[src/rtl/owdq_pkg.sv]
// Shared types and constants for the overwrite-oldest descriptor queue.
package owdq_pkg;

  localparam int QUEUE_DEPTH_DEFAULT = 8;
  localparam int FIELD_W = 16;
  localparam int HELD_W = 4;

  typedef enum logic [1:0] {
    OP_PUSH        = 2'd0,
    OP_POP         = 2'd1,
    OP_PEEK_OLDEST = 2'd2,
    OP_PEEK_NEWEST = 2'd3
  } op_t;

  typedef struct packed {
    logic [FIELD_W-1:0] topic;
    logic [FIELD_W-1:0] msg_id;
    logic [FIELD_W-1:0] msg_length;
  } entry_t;

  typedef struct packed {
    logic ok;
    logic show;
  } status_t;

endpackage

[src/rtl/owdq_if.sv]
// Request and response channel interfaces of the descriptor queue.
interface owdq_req_if;
  logic                             valid;
  logic                             ready;
  owdq_pkg::op_t                    opcode;
  logic [owdq_pkg::FIELD_W-1:0]     topic;
  logic [owdq_pkg::FIELD_W-1:0]     msg_id;
  logic [owdq_pkg::FIELD_W-1:0]     msg_length;

  modport source (output valid, opcode, topic, msg_id, msg_length, input ready);
  modport sink (input valid, opcode, topic, msg_id, msg_length, output ready);
endinterface

interface owdq_rsp_if;
  logic                             valid;
  logic                             ready;
  logic                             ok;
  logic [owdq_pkg::FIELD_W-1:0]     out_topic;
  logic [owdq_pkg::FIELD_W-1:0]     out_id;
  logic [owdq_pkg::FIELD_W-1:0]     out_length;
  logic [owdq_pkg::HELD_W-1:0]      entries_held;

  modport source (output valid, ok, out_topic, out_id, out_length, entries_held,
                  input ready);
  modport sink (input valid, ok, out_topic, out_id, out_length, entries_held,
                output ready);
endinterface

[src/rtl/overwrite_oldest_descriptor_queue_top.sv]
// Top level of the overwrite-oldest descriptor queue.
// Each request word (push, pop, peek oldest or peek newest) yields exactly one
// response word, in the cycle after it is accepted, and a new request is taken in
// every cycle in which the response register is empty or being drained. The
// rate is set by the single pointer update and the one registered read port
// of the descriptor store. Only occupied slots are ever shown, so the store
// needs no clearing after reset. Write keep_oldest_when_full only while the
// queue is idle; when set, a push to a full queue is refused instead of
// dropping the oldest descriptor.
module overwrite_oldest_descriptor_queue_top #(
  parameter int QUEUE_DEPTH = owdq_pkg::QUEUE_DEPTH_DEFAULT,
  localparam int IDX_W = (QUEUE_DEPTH > 1) ? $clog2(QUEUE_DEPTH) : 1,
  localparam int CNT_W = $clog2(QUEUE_DEPTH + 1)
) (
  input  logic        clk,
  input  logic        rst,
  input  logic        cfg_we,
  input  logic        cfg_wdata,
  owdq_req_if.sink    req,
  owdq_rsp_if.source  rsp
);

  logic               lock;
  logic               accept;
  logic               wr_en;
  logic [IDX_W-1:0]   wr_addr;
  logic [IDX_W-1:0]   rd_addr;
  owdq_pkg::status_t  status;
  logic [CNT_W-1:0]   count_next;
  owdq_pkg::entry_t   wr_data;
  owdq_pkg::entry_t   rd_data;
  logic               rsp_valid;
  owdq_pkg::status_t  rsp_status;
  logic [CNT_W-1:0]   rsp_count;

  assign req.ready = !rsp_valid || rsp.ready;
  assign accept    = req.valid && req.ready;

  assign wr_data.topic      = req.topic;
  assign wr_data.msg_id     = req.msg_id;
  assign wr_data.msg_length = req.msg_length;

  always_ff @(posedge clk) begin
    if (rst) begin
      lock <= 1'b0;
    end else if (cfg_we) begin
      lock <= cfg_wdata;
    end
  end

  owdq_ctrl #(.QUEUE_DEPTH(QUEUE_DEPTH)) u_ctrl (
    .clk        (clk),
    .rst        (rst),
    .accept     (accept),
    .opcode     (req.opcode),
    .msg_length (req.msg_length),
    .lock       (lock),
    .wr_en      (wr_en),
    .wr_addr    (wr_addr),
    .rd_addr    (rd_addr),
    .status     (status),
    .count_next (count_next)
  );

  owdq_store #(.QUEUE_DEPTH(QUEUE_DEPTH)) u_store (
    .clk     (clk),
    .wr_en   (wr_en && accept),
    .wr_addr (wr_addr),
    .wr_data (wr_data),
    .rd_en   (accept),
    .rd_addr (rd_addr),
    .rd_data (rd_data)
  );

  always_ff @(posedge clk) begin
    if (rst) begin
      rsp_valid <= 1'b0;
    end else if (accept) begin
      rsp_valid <= 1'b1;
    end else if (rsp.ready) begin
      rsp_valid <= 1'b0;
    end
  end

  always_ff @(posedge clk) begin
    if (accept) begin
      rsp_status <= status;
      rsp_count  <= count_next;
    end
  end

  assign rsp.valid        = rsp_valid;
  assign rsp.ok           = rsp_status.ok;
  assign rsp.out_topic    = rsp_status.show ? rd_data.topic : '0;
  assign rsp.out_id       = rsp_status.show ? rd_data.msg_id : '0;
  assign rsp.out_length   = rsp_status.show ? rd_data.msg_length : '0;
  assign rsp.entries_held = owdq_pkg::HELD_W'(rsp_count);

endmodule

[src/rtl/owdq_ctrl.sv]
// Head, tail and fill count of the queue with the per-word operation decode.
module owdq_ctrl #(
  parameter int QUEUE_DEPTH = owdq_pkg::QUEUE_DEPTH_DEFAULT,
  localparam int IDX_W = (QUEUE_DEPTH > 1) ? $clog2(QUEUE_DEPTH) : 1,
  localparam int CNT_W = $clog2(QUEUE_DEPTH + 1)
) (
  input  logic                         clk,
  input  logic                         rst,
  input  logic                         accept,
  input  owdq_pkg::op_t                opcode,
  input  logic [owdq_pkg::FIELD_W-1:0] msg_length,
  input  logic                         lock,
  output logic                         wr_en,
  output logic [IDX_W-1:0]             wr_addr,
  output logic [IDX_W-1:0]             rd_addr,
  output owdq_pkg::status_t            status,
  output logic [CNT_W-1:0]             count_next
);

  logic [IDX_W-1:0] head;
  logic [IDX_W-1:0] head_next;
  logic [IDX_W-1:0] tail;
  logic [IDX_W-1:0] tail_next;
  logic [CNT_W-1:0] count;
  logic [IDX_W-1:0] head_inc;
  logic [IDX_W-1:0] tail_inc;
  logic [IDX_W-1:0] tail_dec;
  logic             full;
  logic             empty;

  assign head_inc = (head == IDX_W'(QUEUE_DEPTH - 1)) ? '0 : head + IDX_W'(1);
  assign tail_inc = (tail == IDX_W'(QUEUE_DEPTH - 1)) ? '0 : tail + IDX_W'(1);
  assign tail_dec = (tail == '0) ? IDX_W'(QUEUE_DEPTH - 1) : tail - IDX_W'(1);
  assign full     = (count == CNT_W'(QUEUE_DEPTH));
  assign empty    = (count == '0);
  assign wr_addr  = tail;
  assign rd_addr  = (opcode == owdq_pkg::OP_PEEK_NEWEST) ? tail_dec : head;

  always_comb begin
    head_next   = head;
    tail_next   = tail;
    count_next  = count;
    wr_en       = 1'b0;
    status.ok   = 1'b0;
    status.show = 1'b0;
    case (opcode)
      owdq_pkg::OP_PUSH: begin
        if (msg_length != '0 && (!full || !lock)) begin
          wr_en     = 1'b1;
          tail_next = tail_inc;
          status.ok = 1'b1;
          if (full) begin
            head_next = head_inc;
          end else begin
            count_next = count + CNT_W'(1);
          end
        end
      end
      owdq_pkg::OP_POP: begin
        if (!empty) begin
          status.ok   = 1'b1;
          status.show = 1'b1;
          head_next   = head_inc;
          count_next  = count - CNT_W'(1);
        end
      end
      default: begin
        if (!empty) begin
          status.ok   = 1'b1;
          status.show = 1'b1;
        end
      end
    endcase
  end

  always_ff @(posedge clk) begin
    if (rst) begin
      head  <= '0;
      tail  <= '0;
      count <= '0;
    end else if (accept) begin
      head  <= head_next;
      tail  <= tail_next;
      count <= count_next;
    end
  end

  a_count_bounded: assert property (@(posedge clk) disable iff (rst)
    count <= CNT_W'(QUEUE_DEPTH))
    else $error("fill count exceeds queue depth");

  a_ptrs_meet: assert property (@(posedge clk) disable iff (rst)
    (empty || full) |-> (head == tail))
    else $error("head and tail disagree with an empty or full queue");

  a_pop_decrements: assert property (@(posedge clk) disable iff (rst)
    (accept && opcode == owdq_pkg::OP_POP && !empty) |=> (count == $past(count) - CNT_W'(1)))
    else $error("pop on a nonempty queue did not lower the count");

endmodule

[src/rtl/owdq_store.sv]
// Descriptor storage with one write port and one registered read port.
module owdq_store #(
  parameter int QUEUE_DEPTH = owdq_pkg::QUEUE_DEPTH_DEFAULT,
  localparam int IDX_W = (QUEUE_DEPTH > 1) ? $clog2(QUEUE_DEPTH) : 1
) (
  input  logic                clk,
  input  logic                wr_en,
  input  logic [IDX_W-1:0]    wr_addr,
  input  owdq_pkg::entry_t    wr_data,
  input  logic                rd_en,
  input  logic [IDX_W-1:0]    rd_addr,
  output owdq_pkg::entry_t    rd_data
);

  owdq_pkg::entry_t mem [QUEUE_DEPTH];

  always_ff @(posedge clk) begin
    if (wr_en) begin
      mem[wr_addr] <= wr_data;
    end
  end

  always_ff @(posedge clk) begin
    if (rd_en) begin
      rd_data <= mem[rd_addr];
    end
  end

endmodule

[src/flat_wrapper.sv]
// flat-port wrapper written by rule: the top's interface ports become plain ports
module overwrite_oldest_descriptor_queue_top_flat 
#(
  parameter int QUEUE_DEPTH = owdq_pkg::QUEUE_DEPTH_DEFAULT,
  localparam int IDX_W = (QUEUE_DEPTH > 1) ? $clog2(QUEUE_DEPTH) : 1,
  localparam int CNT_W = $clog2(QUEUE_DEPTH + 1)
)
  (clk, rst, cfg_we, cfg_wdata, req_valid, req_opcode, req_topic, req_msg_id, req_msg_length, req_ready, rsp_valid, rsp_ok, rsp_out_topic, rsp_out_id, rsp_out_length, rsp_entries_held, rsp_ready);
  owdq_req_if req_i ();
  owdq_rsp_if rsp_i ();
  input  logic clk;
  input  logic rst;
  input  logic cfg_we;
  input  logic cfg_wdata;
  input wire logic [$bits(req_i.valid)-1:0] req_valid;
  input wire logic [$bits(req_i.opcode)-1:0] req_opcode;
  input wire logic [$bits(req_i.topic)-1:0] req_topic;
  input wire logic [$bits(req_i.msg_id)-1:0] req_msg_id;
  input wire logic [$bits(req_i.msg_length)-1:0] req_msg_length;
  output wire logic [$bits(req_i.ready)-1:0] req_ready;
  output wire logic [$bits(rsp_i.valid)-1:0] rsp_valid;
  output wire logic [$bits(rsp_i.ok)-1:0] rsp_ok;
  output wire logic [$bits(rsp_i.out_topic)-1:0] rsp_out_topic;
  output wire logic [$bits(rsp_i.out_id)-1:0] rsp_out_id;
  output wire logic [$bits(rsp_i.out_length)-1:0] rsp_out_length;
  output wire logic [$bits(rsp_i.entries_held)-1:0] rsp_entries_held;
  input wire logic [$bits(rsp_i.ready)-1:0] rsp_ready;
  assign req_i.valid = req_valid;
  assign req_i.opcode = req_opcode;
  assign req_i.topic = req_topic;
  assign req_i.msg_id = req_msg_id;
  assign req_i.msg_length = req_msg_length;
  assign req_ready = req_i.ready;
  assign rsp_valid = rsp_i.valid;
  assign rsp_ok = rsp_i.ok;
  assign rsp_out_topic = rsp_i.out_topic;
  assign rsp_out_id = rsp_i.out_id;
  assign rsp_out_length = rsp_i.out_length;
  assign rsp_entries_held = rsp_i.entries_held;
  assign rsp_i.ready = rsp_ready;
  overwrite_oldest_descriptor_queue_top #(.QUEUE_DEPTH(QUEUE_DEPTH)) u_core (.clk(clk), .rst(rst), .cfg_we(cfg_we), .cfg_wdata(cfg_wdata), .req(req_i), .rsp(rsp_i));
endmodule
[config.mk]
export PLATFORM = sky130hd
export DESIGN_NAME = overwrite_oldest_descriptor_queue_top_flat
export DESIGN_NICKNAME = d
export VERILOG_FILES = /design/src/rtl/owdq_pkg.sv /design/src/rtl/owdq_if.sv /design/src/rtl/overwrite_oldest_descriptor_queue_top.sv /design/src/rtl/owdq_ctrl.sv /design/src/rtl/owdq_store.sv /design/src/flat_wrapper.sv
export SDC_FILE = /design/constraint.sdc
export NUM_CORES = 1
export LEC_CHECK = 0
export ABC_CLOCK_PERIOD_IN_PS = 7800
export BUFFER_PORTS_ARGS = -buffer_cell sky130_fd_sc_hd__buf_2
export CAP_MARGIN = 20
export CORE_UTILIZATION = 25
export CTS_BUF_LIST = sky130_fd_sc_hd__clkbuf_16
export CTS_CLUSTER_SIZE = 25
export DETAILED_ROUTE_END_ITERATION = 8
export PLACE_DENSITY = 0.49
export REMOVE_ABC_BUFFERS = 1
export SYNTH_ARGS = -nofsm -noshare
export SYNTH_HDL_FRONTEND = slang
export SYNTH_SLANG_ARGS = --single-unit
[constraint.sdc]
create_clock -name clk -period 7.8 [get_ports clk]
set_clock_uncertainty 0.15 [all_clocks]
set_input_delay 1.17 -clock clk [delete_from_list [all_inputs] [get_ports clk]]
set_output_delay 1.17 -clock clk [all_outputs]
set_load 0.01 [all_outputs]
==> impl_results.md, run 1 <==
* Final non-filler cell total at 2132
* PortBufs at 110
* Sequential fraction of design power at 52.7%
* Floorplan die height at 273 um
* Average wire per cell in the routed design at 18.5 um
* Area leader, netlist: sky130_fd_sc_hd__edfxtp_1
* Deepest clock path buffer count at 3
* Floorplan core area at 72800 um^2
* Total Wirelength at 39400 um
* Layout Cell Area excl Fill at 21400 um^2
* Number of antenna violations at the first check in global routing at 13
* Most prevalent standard cell on the critical path: sky130_fd_sc_hd__nand2_1
* Detailed-route DRC error count at 0
* Fin util at 29.3%
* Finish-stage setup viols at 0
* Routability congestion estimate from global placement at 0.720
* Worst slew slack as a fraction of its limit at 28.0%
* Internal power consumption at 0.00403 W
* Clock network power share at 41.3%
* Number of instances in the synthesized netlist at 1006
* Number of search-and-repair iterations in the first detailed-routing pass at 4
* Overall Global Routing Usage at 10.6%
* Count of vias placed by the detailed router at 8838
* Maximum VDD drop at 150 uV
* Post_cts resized at 0
* Fraction of synthesis flops using an asynchronous set or reset pin at 0%
* Cts hold-fix bufs at 0
* Layout Area Growth over Synthesis at 16.3%
* Critical Path Source Type: input port
* Design Power at 0.00513 W
* Share of the clock period used by the worst path after layout at 48.5%
* CTS root buffer: sky130_fd_sc_hd__clkbuf_16
* Count of pins on the block boundary at 111
* Kind of capture point of the worst setup path: flip-flop
* Cell area reported after detailed placement at 19900 um^2
* Crit path required time at 7.86 ns
* Number of different library cells in the post-synthesis netlist at 49
* # Post-CTS Setup Buffers at 0
* Category of the critical setup timing path: in2reg
* Largest cells by area after synthesis: sky130_fd_sc_hd__edfxtp_1 (72%), sky130_fd_sc_hd__mux2i_1 (16%), sky130_fd_sc_hd__mux2_2 (2.9%)
* Post-synthesis instance area at 18400 um^2
* Starting density of the core at 25.2%
* CTS tree: yes
* Slew at the pin with the worst max-slew slack at 1.08 ns
* Via count normalized by instance count at 4.15
* Crit-path max FO at 27
* Total number of placement rows at 99
* Detail Placement HPWL at 21200 um
* Buffering stage count on the worst path with inverters included at 2
* Clock period minus final worst setup slack at 3.78 ns
* Result of the run: completed
* Overflow left after global routing at 0
* Setup repair after global routing missed its margin: no
* Area enclosed by the die boundary at 74600 um^2
* Net Switching at 0.00111 W
* Most common library cells after synthesis: sky130_fd_sc_hd__edfxtp_1 (438), sky130_fd_sc_hd__mux2i_1 (295), sky130_fd_sc_hd__and2_1 (49), sky130_fd_sc_hd__mux2_2 (48), sky130_fd_sc_hd__buf_6 (22)
* Max Transition Viols Final at 0
* Static leakage power at 7.53 nW
* Ordered list of cells on the worst path: buf_2 > nor2_1 > nand2_1 > nor3_2 > nand2_1 > nor2_4 > buf_4
* Cell at the slowest stage of the critical path: sky130_fd_sc_hd__nor2_4
* Antenna Nets Post-Route at 0
* Register bit count reported by yosys at 450
* Total number of nets in the final design at 1199
* Clock transition at the register clock pins on the worst setup and hold paths after CTS at 0.05 ns
* Areal power density over the cells at 240 nW/um^2
* Largest net degree at the start of global routing at 133
* Switching power share of the total at 21.6%
* Die Span X at 273 um
* Global-route wire length before repair at 59300 um
* Top cell type's share of synthesized area at 71.6%
* Highest clock frequency the design can meet at 265 MHz
* Combinational Power Share at 6.0%
* Most frequently used flop master after synthesis: sky130_fd_sc_hd__edfxtp_1
* Dominant cell by count in the synthesized netlist: sky130_fd_sc_hd__edfxtp_1
* Post-synth EDFFs at 438
* Via count of the first global-routing pass at 9323
* Post-synthesis sequential area ratio at 72.9%
* TritonCTS buffer count at 48
* Kind of cell adding the most delay to the critical path: simple AND/OR/NAND/NOR gates
* Clock sink count at 450
* Number of instances in the placed design at 2044
* Arrival time at the worst endpoint at 3.84 ns
* Deepest level of the CTS H-tree at 2
* Peak per-stage delay on the critical path at 0.76 ns
* Syn avg cell area at 18.3 um^2
* Number of violations reported at the end of detailed-routing iteration 0 at 431
* Clock insertion delay at the later pin of the skew report at 0.57 ns
* Final Hold Vio Count at 0
* Total of max-cap violations at 0
* Share of final-layout standard cells stronger than drive strength 1 at 21.5%
* Worst hold-check path type: reg2reg
* Number of synthesis warnings at 0
==> kinds of logic after synthesis <==
family	count (synthesis)	share of synthesized area [%]
xor gates and xnor gates	1	0.0477
buffers and inverters	57	2.64
AOI/OAI and AO/OA	31	1.16
and+or+nand+nor	115	3.60
muxes	344	19.1
adders and majority gates	8	0.545
DFF	450	72.9
==> power groups by stage <==
stage,clock (W),sequential [W],combinational [W]
global placement,0,0.00276,0.000314
CTS,0.00218,0.00271,0.000318
detailed placement,0,0.00276,0.000316
finish,0.00212,0.00271,0.000308
floorplan,0,0.00276,0.000212
global route,0.00228,0.00271,0.000339
==> tightest hold or removal path: cells and delay by family (launching register included) <==
| kind | cells | cell delay [ns] |
|---|---|---|
| flops | 1 | 0.36 |
| mux | 1 | 0.08 |
| simple gates | 1 | 0.07 |
==> layout make-up <==
cell class,count,area (um^2)
Timing Repair Buffer,128,711
Fill cell,7234,51500
Multi-Input combinational cell,499,4560
Clock buffer,49,1230
Tap cell,959,1200
Sequential cell,450,13400
Antenna cell,4,10.0
Inverter,8,31.3
Clock inverter,35,235
==> layout by cell type (no fill, tap or decap), types with 2 or more instances in the layout <==
cell                        synthesis  layout
sky130_fd_sc_hd__edfxtp_1         438     438
sky130_fd_sc_hd__mux2i_1          295     295
sky130_fd_sc_hd__buf_2              4     110
sky130_fd_sc_hd__and2_1            49      49
sky130_fd_sc_hd__clkbuf_16          0      49
sky130_fd_sc_hd__mux2_2            48      48
sky130_fd_sc_hd__inv_1              8      18
sky130_fd_sc_hd__nor2_1            19      18
sky130_fd_sc_hd__buf_4              2      16
sky130_fd_sc_hd__clkinv_1           0      13
sky130_fd_sc_hd__dfxtp_1           12      12
sky130_fd_sc_hd__a21oi_1           10      10
sky130_fd_sc_hd__ha_1               8       8
sky130_fd_sc_hd__nand2_1            7       7
sky130_fd_sc_hd__nor4_1             9       6
sky130_fd_sc_hd__o21ai_0            6       6
sky130_fd_sc_hd__clkinv_2           0       6
sky130_fd_sc_hd__nor3_2             1       5
sky130_fd_sc_hd__diode_2            0       4
sky130_fd_sc_hd__nor2b_1            4       4
sky130_fd_sc_hd__or3_1              3       3
sky130_fd_sc_hd__o31ai_1            3       3
sky130_fd_sc_hd__nand2b_1           3       3
sky130_fd_sc_hd__nor3_1             7       3
sky130_fd_sc_hd__nor4_2             0       3
sky130_fd_sc_hd__nand3b_1           2       2
sky130_fd_sc_hd__nand3_1            2       2
sky130_fd_sc_hd__a31oi_4            1       2
sky130_fd_sc_hd__nor3b_1            2       2
sky130_fd_sc_hd__inv_16             0       2
sky130_fd_sc_hd__bufinv_16          0       2
sky130_fd_sc_hd__buf_12             5       2
==> state kept, by name (all words and copies together), names as in the netlist <==
| name | flops |
|---|---|
| u_core.u_store.mem | 384 |
| u_core.lock | 1 |
| u_core.u_ctrl.count | 4 |
| u_core.u_store.rd_data | 48 |
| u_core.u_ctrl.head | 3 |
| u_core.rsp_status | 1 |
| u_core.u_ctrl.wr_addr | 3 |
| u_core.rsp.entries_held | 4 |
| u_core.rsp.ok | 1 |
| u_core.rsp.valid | 1 |
==> path summary, 6_finish.rpt <==
check,start,endpoint,slack [ns],cells past startpoint
max,req_opcode[0],u_core.u_store.mem[7][14],4.02,7
min,u_core.u_ctrl.head[1],u_core.u_ctrl.head[1],0.39,2
max reg2reg,u_core.u_ctrl.count[0],u_core.u_store.mem[7][14],4.20,8
min reg2reg,u_core.u_ctrl.head[1],u_core.u_ctrl.head[1],0.39,2
==> routing by layer <==
metal	global-route usage [%]	up-vias	part of all wire, %
met2	16.9	144	47
met5	0	-	0.18
met4	2.71	12	1.9
li1	-	4177	-
met3	2.47	75	4.9
met1	14.4	4430	46
==> metrics by stage <==
stage	hold WS, ns	setup WS, ns	setup TNS (ns)
3_5_place_dp	0.380	3.36	0
5_1_grt	0.425	3.75	0
6_report	0.390	4.02	0
2_1_floorplan	0.326	-0.545	-78.47
4_1_cts	0.393	3.97	0
3_3_place_gp	0.381	3.44	0
(Power assumes the default switching activity.)
==> run 2: changes to the inputs <==
--- a/config.mk
+++ b/config.mk
@@ -5,14 +5,14 @@
 export SDC_FILE = /design/constraint.sdc
 export NUM_CORES = 1
 export LEC_CHECK = 0
-export ABC_CLOCK_PERIOD_IN_PS = 7800
+export ABC_CLOCK_PERIOD_IN_PS = 3500
 export BUFFER_PORTS_ARGS = -buffer_cell sky130_fd_sc_hd__buf_2
 export CAP_MARGIN = 20
 export CORE_UTILIZATION = 25
 export CTS_BUF_LIST = sky130_fd_sc_hd__clkbuf_16
 export CTS_CLUSTER_SIZE = 25
 export DETAILED_ROUTE_END_ITERATION = 8
-export PLACE_DENSITY = 0.49
+export PLACE_DENSITY = 0.48
 export REMOVE_ABC_BUFFERS = 1
 export SYNTH_ARGS = -nofsm -noshare
 export SYNTH_HDL_FRONTEND = slang
==> constraint.sdc (replaced) <==
create_clock -name clk -period 3.5 [get_ports clk]
set_clock_uncertainty 0.15 [all_clocks]
set_input_delay 0.525 -clock clk [delete_from_list [all_inputs] [get_ports clk]]
set_output_delay 0.525 -clock clk [all_outputs]
set_load 0.01 [all_outputs]
==> impl_results.md, run 2 (synthesis gave the netlist of run 1 again) <==
* Total Wirelength at 42000 um
* Number of instances in the placed design at 2071
* Final non-filler cell total at 2158
* Cts hold-fix bufs at 1
* Count of pins on the block boundary at 111
* Global routing met3 resource utilization at 2.27%
* Routability congestion estimate from global placement at 0.686
* Detailed-route DRC error count at 0
* Clock transition at the register clock pins on the worst setup and hold paths after CTS at 0.06 ns
* Max Transition Viols Final at 0
* CTS tree: yes
* Floorplan die height at 273 um
* Clock insertion delay at the later pin of the skew report at 0.58 ns
* Fin util at 29.9%
* Maximum VDD drop at 317 uV
* Share of final-layout standard cells stronger than drive strength 1 at 23.5%
* Buffering stage count on the worst path with inverters included at 3
* Detail Placement HPWL at 24700 um
* Crit-path max FO at 51
* Flip-flop count of the largest register after layout at 384
* Via count normalized by instance count at 4.18
* Starting density of the core at 25.2%
* Average wire per cell in the routed design at 19.5 um
* Total of max-cap violations at 0
* Deepest clock path buffer count at 3
* Total number of placement rows at 99
* Reg with most FFs: u_core.u_store.mem
* Kind of cell adding the most delay to the critical path: buffers and inverters
* Category of the critical setup timing path: reg2reg
* Static leakage power at 7.72 nW
* Areal power density over the cells at 526 nW/um^2
* Floorplan core area at 72800 um^2
* Cell at the slowest stage of the critical path: sky130_fd_sc_hd__dfxtp_1
* Finish-stage setup viols at 0
* CTS root buffer: sky130_fd_sc_hd__clkbuf_16
* Setup repair after global routing missed its margin: no
* Routing usage on met1 at 15.1%
* Number of violations reported at the end of detailed-routing iteration 0 at 508
* Total area of sequential cells at 13400 um^2
* Overall Global Routing Usage at 11.2%
* Slew at the pin with the worst max-slew slack at 1.08 ns
* Share of the clock period used by the worst path after layout at 84.0%
* Layout Area Growth over Synthesis at 18.6%
* Via count of the first global-routing pass at 9307
* Final Hold Vio Count at 0
* Number of antenna violations at the first check in global routing at 9
* Kind of capture point of the worst setup path: flip-flop
* Largest net degree at the start of global routing at 57
* Ordered list of cells on the worst path: inv_1 > ha_1 > a31oi_4 > buf_12 > buf_12 > mux2i_1 > mux2i_1 > mux2_2
* Crit path required time at 3.68 ns
* Worst hold-check path type: in2reg
* Global-route wire length before repair at 61800 um
* Number of fill cells at 7245
* Critical Path Source Type: flip-flop
* TritonCTS buffer count at 48
* Overflow left after global routing at 0
* Number of search-and-repair iterations in the first detailed-routing pass at 4
* # Post-CTS Setup Buffers at 0
* Most used cells in the layout excluding fill and tap cells: sky130_fd_sc_hd__edfxtp_1 (438), sky130_fd_sc_hd__mux2i_1 (295), sky130_fd_sc_hd__buf_2 (110), sky130_fd_sc_hd__and2_1 (49)
* Hold_ws at 0.0558 ns
* Highest clock frequency the design can meet at 340 MHz
* Antenna Nets Post-Route at 0
* Area enclosed by the die boundary at 74600 um^2
* Met2 demand-to-capacity share in global routing at 18.1%
* PortBufs at 110
* Worst slew slack as a fraction of its limit at 28.1%
* Clock sink count at 450
* Peak per-stage delay on the critical path at 0.53 ns
* Die Span X at 273 um
* Count of vias placed by the detailed router at 9010
* Deepest level of the CTS H-tree at 2
* Area of the multi-input gates at 4560 um^2
* Clock period minus final worst setup slack at 2.94 ns
* Post_cts resized at 0
* Busiest metal layer after global routing: met2
* Arrival time at the worst endpoint at 3.12 ns
* Total number of nets in the final design at 1227
* Largest regs: u_core.u_store.mem: 384 flops, u_core.u_store.rd_data: 48 flops
* Most common cell after layout, fill and taps aside: sky130_fd_sc_hd__edfxtp_1
* Result of the run: completed
-- run 2: metrics by stage --
| step | setup TNS (ns) | power, W | instance area, um^2 | worst slack [ns] |
|---|---|---|---|---|
| after floorplan | -1199.74 | 0.00662 | 17900 | -4.20 |
| final | 0 | 0.0115 | 21800 | 0.561 |
| after global routing | 0 | 0.0119 | 21800 | 0.397 |
| after CTS | 0 | 0.0116 | 21800 | 0.572 |
| after global placement | 0 | 0.00689 | 20300 | 0.511 |
| after detailed placement | 0 | 0.00690 | 20300 | 0.476 |
-- run 2: final timing paths --
kind | from | endpoint | slack (ns) | depth (start not counted)
worst max-delay path | u_core.u_ctrl.wr_addr[1] | u_core.u_store.rd_data[29] | 0.56 | 8
worst min-delay path | cfg_we | u_core.lock | 0.06 | 3
worst max register to register | u_core.u_ctrl.wr_addr[1] | u_core.u_store.rd_data[29] | 0.56 | 8
worst min register to register | u_core.u_ctrl.head[1] | u_core.u_ctrl.head[1] | 0.38 | 2
-- run 2: metal layers --
| layer | up-vias | share of wire, % |
|---|---|---|
| li1 | 4230 | - |
| met1 | 4554 | 47 |
| met2 | 147 | 47 |
| met3 | 69 | 3.9 |
| met4 | 10 | 2.1 |
| met5 | - | 0.13 |
-- run 2: layout make-up --
cell class | instances | share of cell area [%]
flip-flops and latches | 450 | 61.5
multi-input cells | 499 | 20.9
clock buffers | 48 | 5.51
well taps | 959 | 5.51
repair buffers | 156 | 5.33
clock inverters | 37 | 1.11
inverters | 8 | 0.144
diodes | 1 | 0.0115
-- run 2: report_power, final --
group | total (W) | switching [W] | internal (W)
Sequential | 0.00603 | 0.0000248 | 0.00601
Combinational | 0.000740 | 0.000429 | 0.000310
Clock | 0.00469 | 0.00205 | 0.00264
-- run 2: worst register-to-register path, cell delays in order, from the launching register on --
cell                      delay, ns
sky130_fd_sc_hd__dfxtp_1       0.53
sky130_fd_sc_hd__inv_1         0.18
sky130_fd_sc_hd__ha_1          0.36
sky130_fd_sc_hd__a31oi_4       0.19
sky130_fd_sc_hd__buf_12        0.21
sky130_fd_sc_hd__buf_12        0.36
sky130_fd_sc_hd__mux2i_1       0.34
sky130_fd_sc_hd__mux2i_1       0.09
sky130_fd_sc_hd__mux2_2        0.27
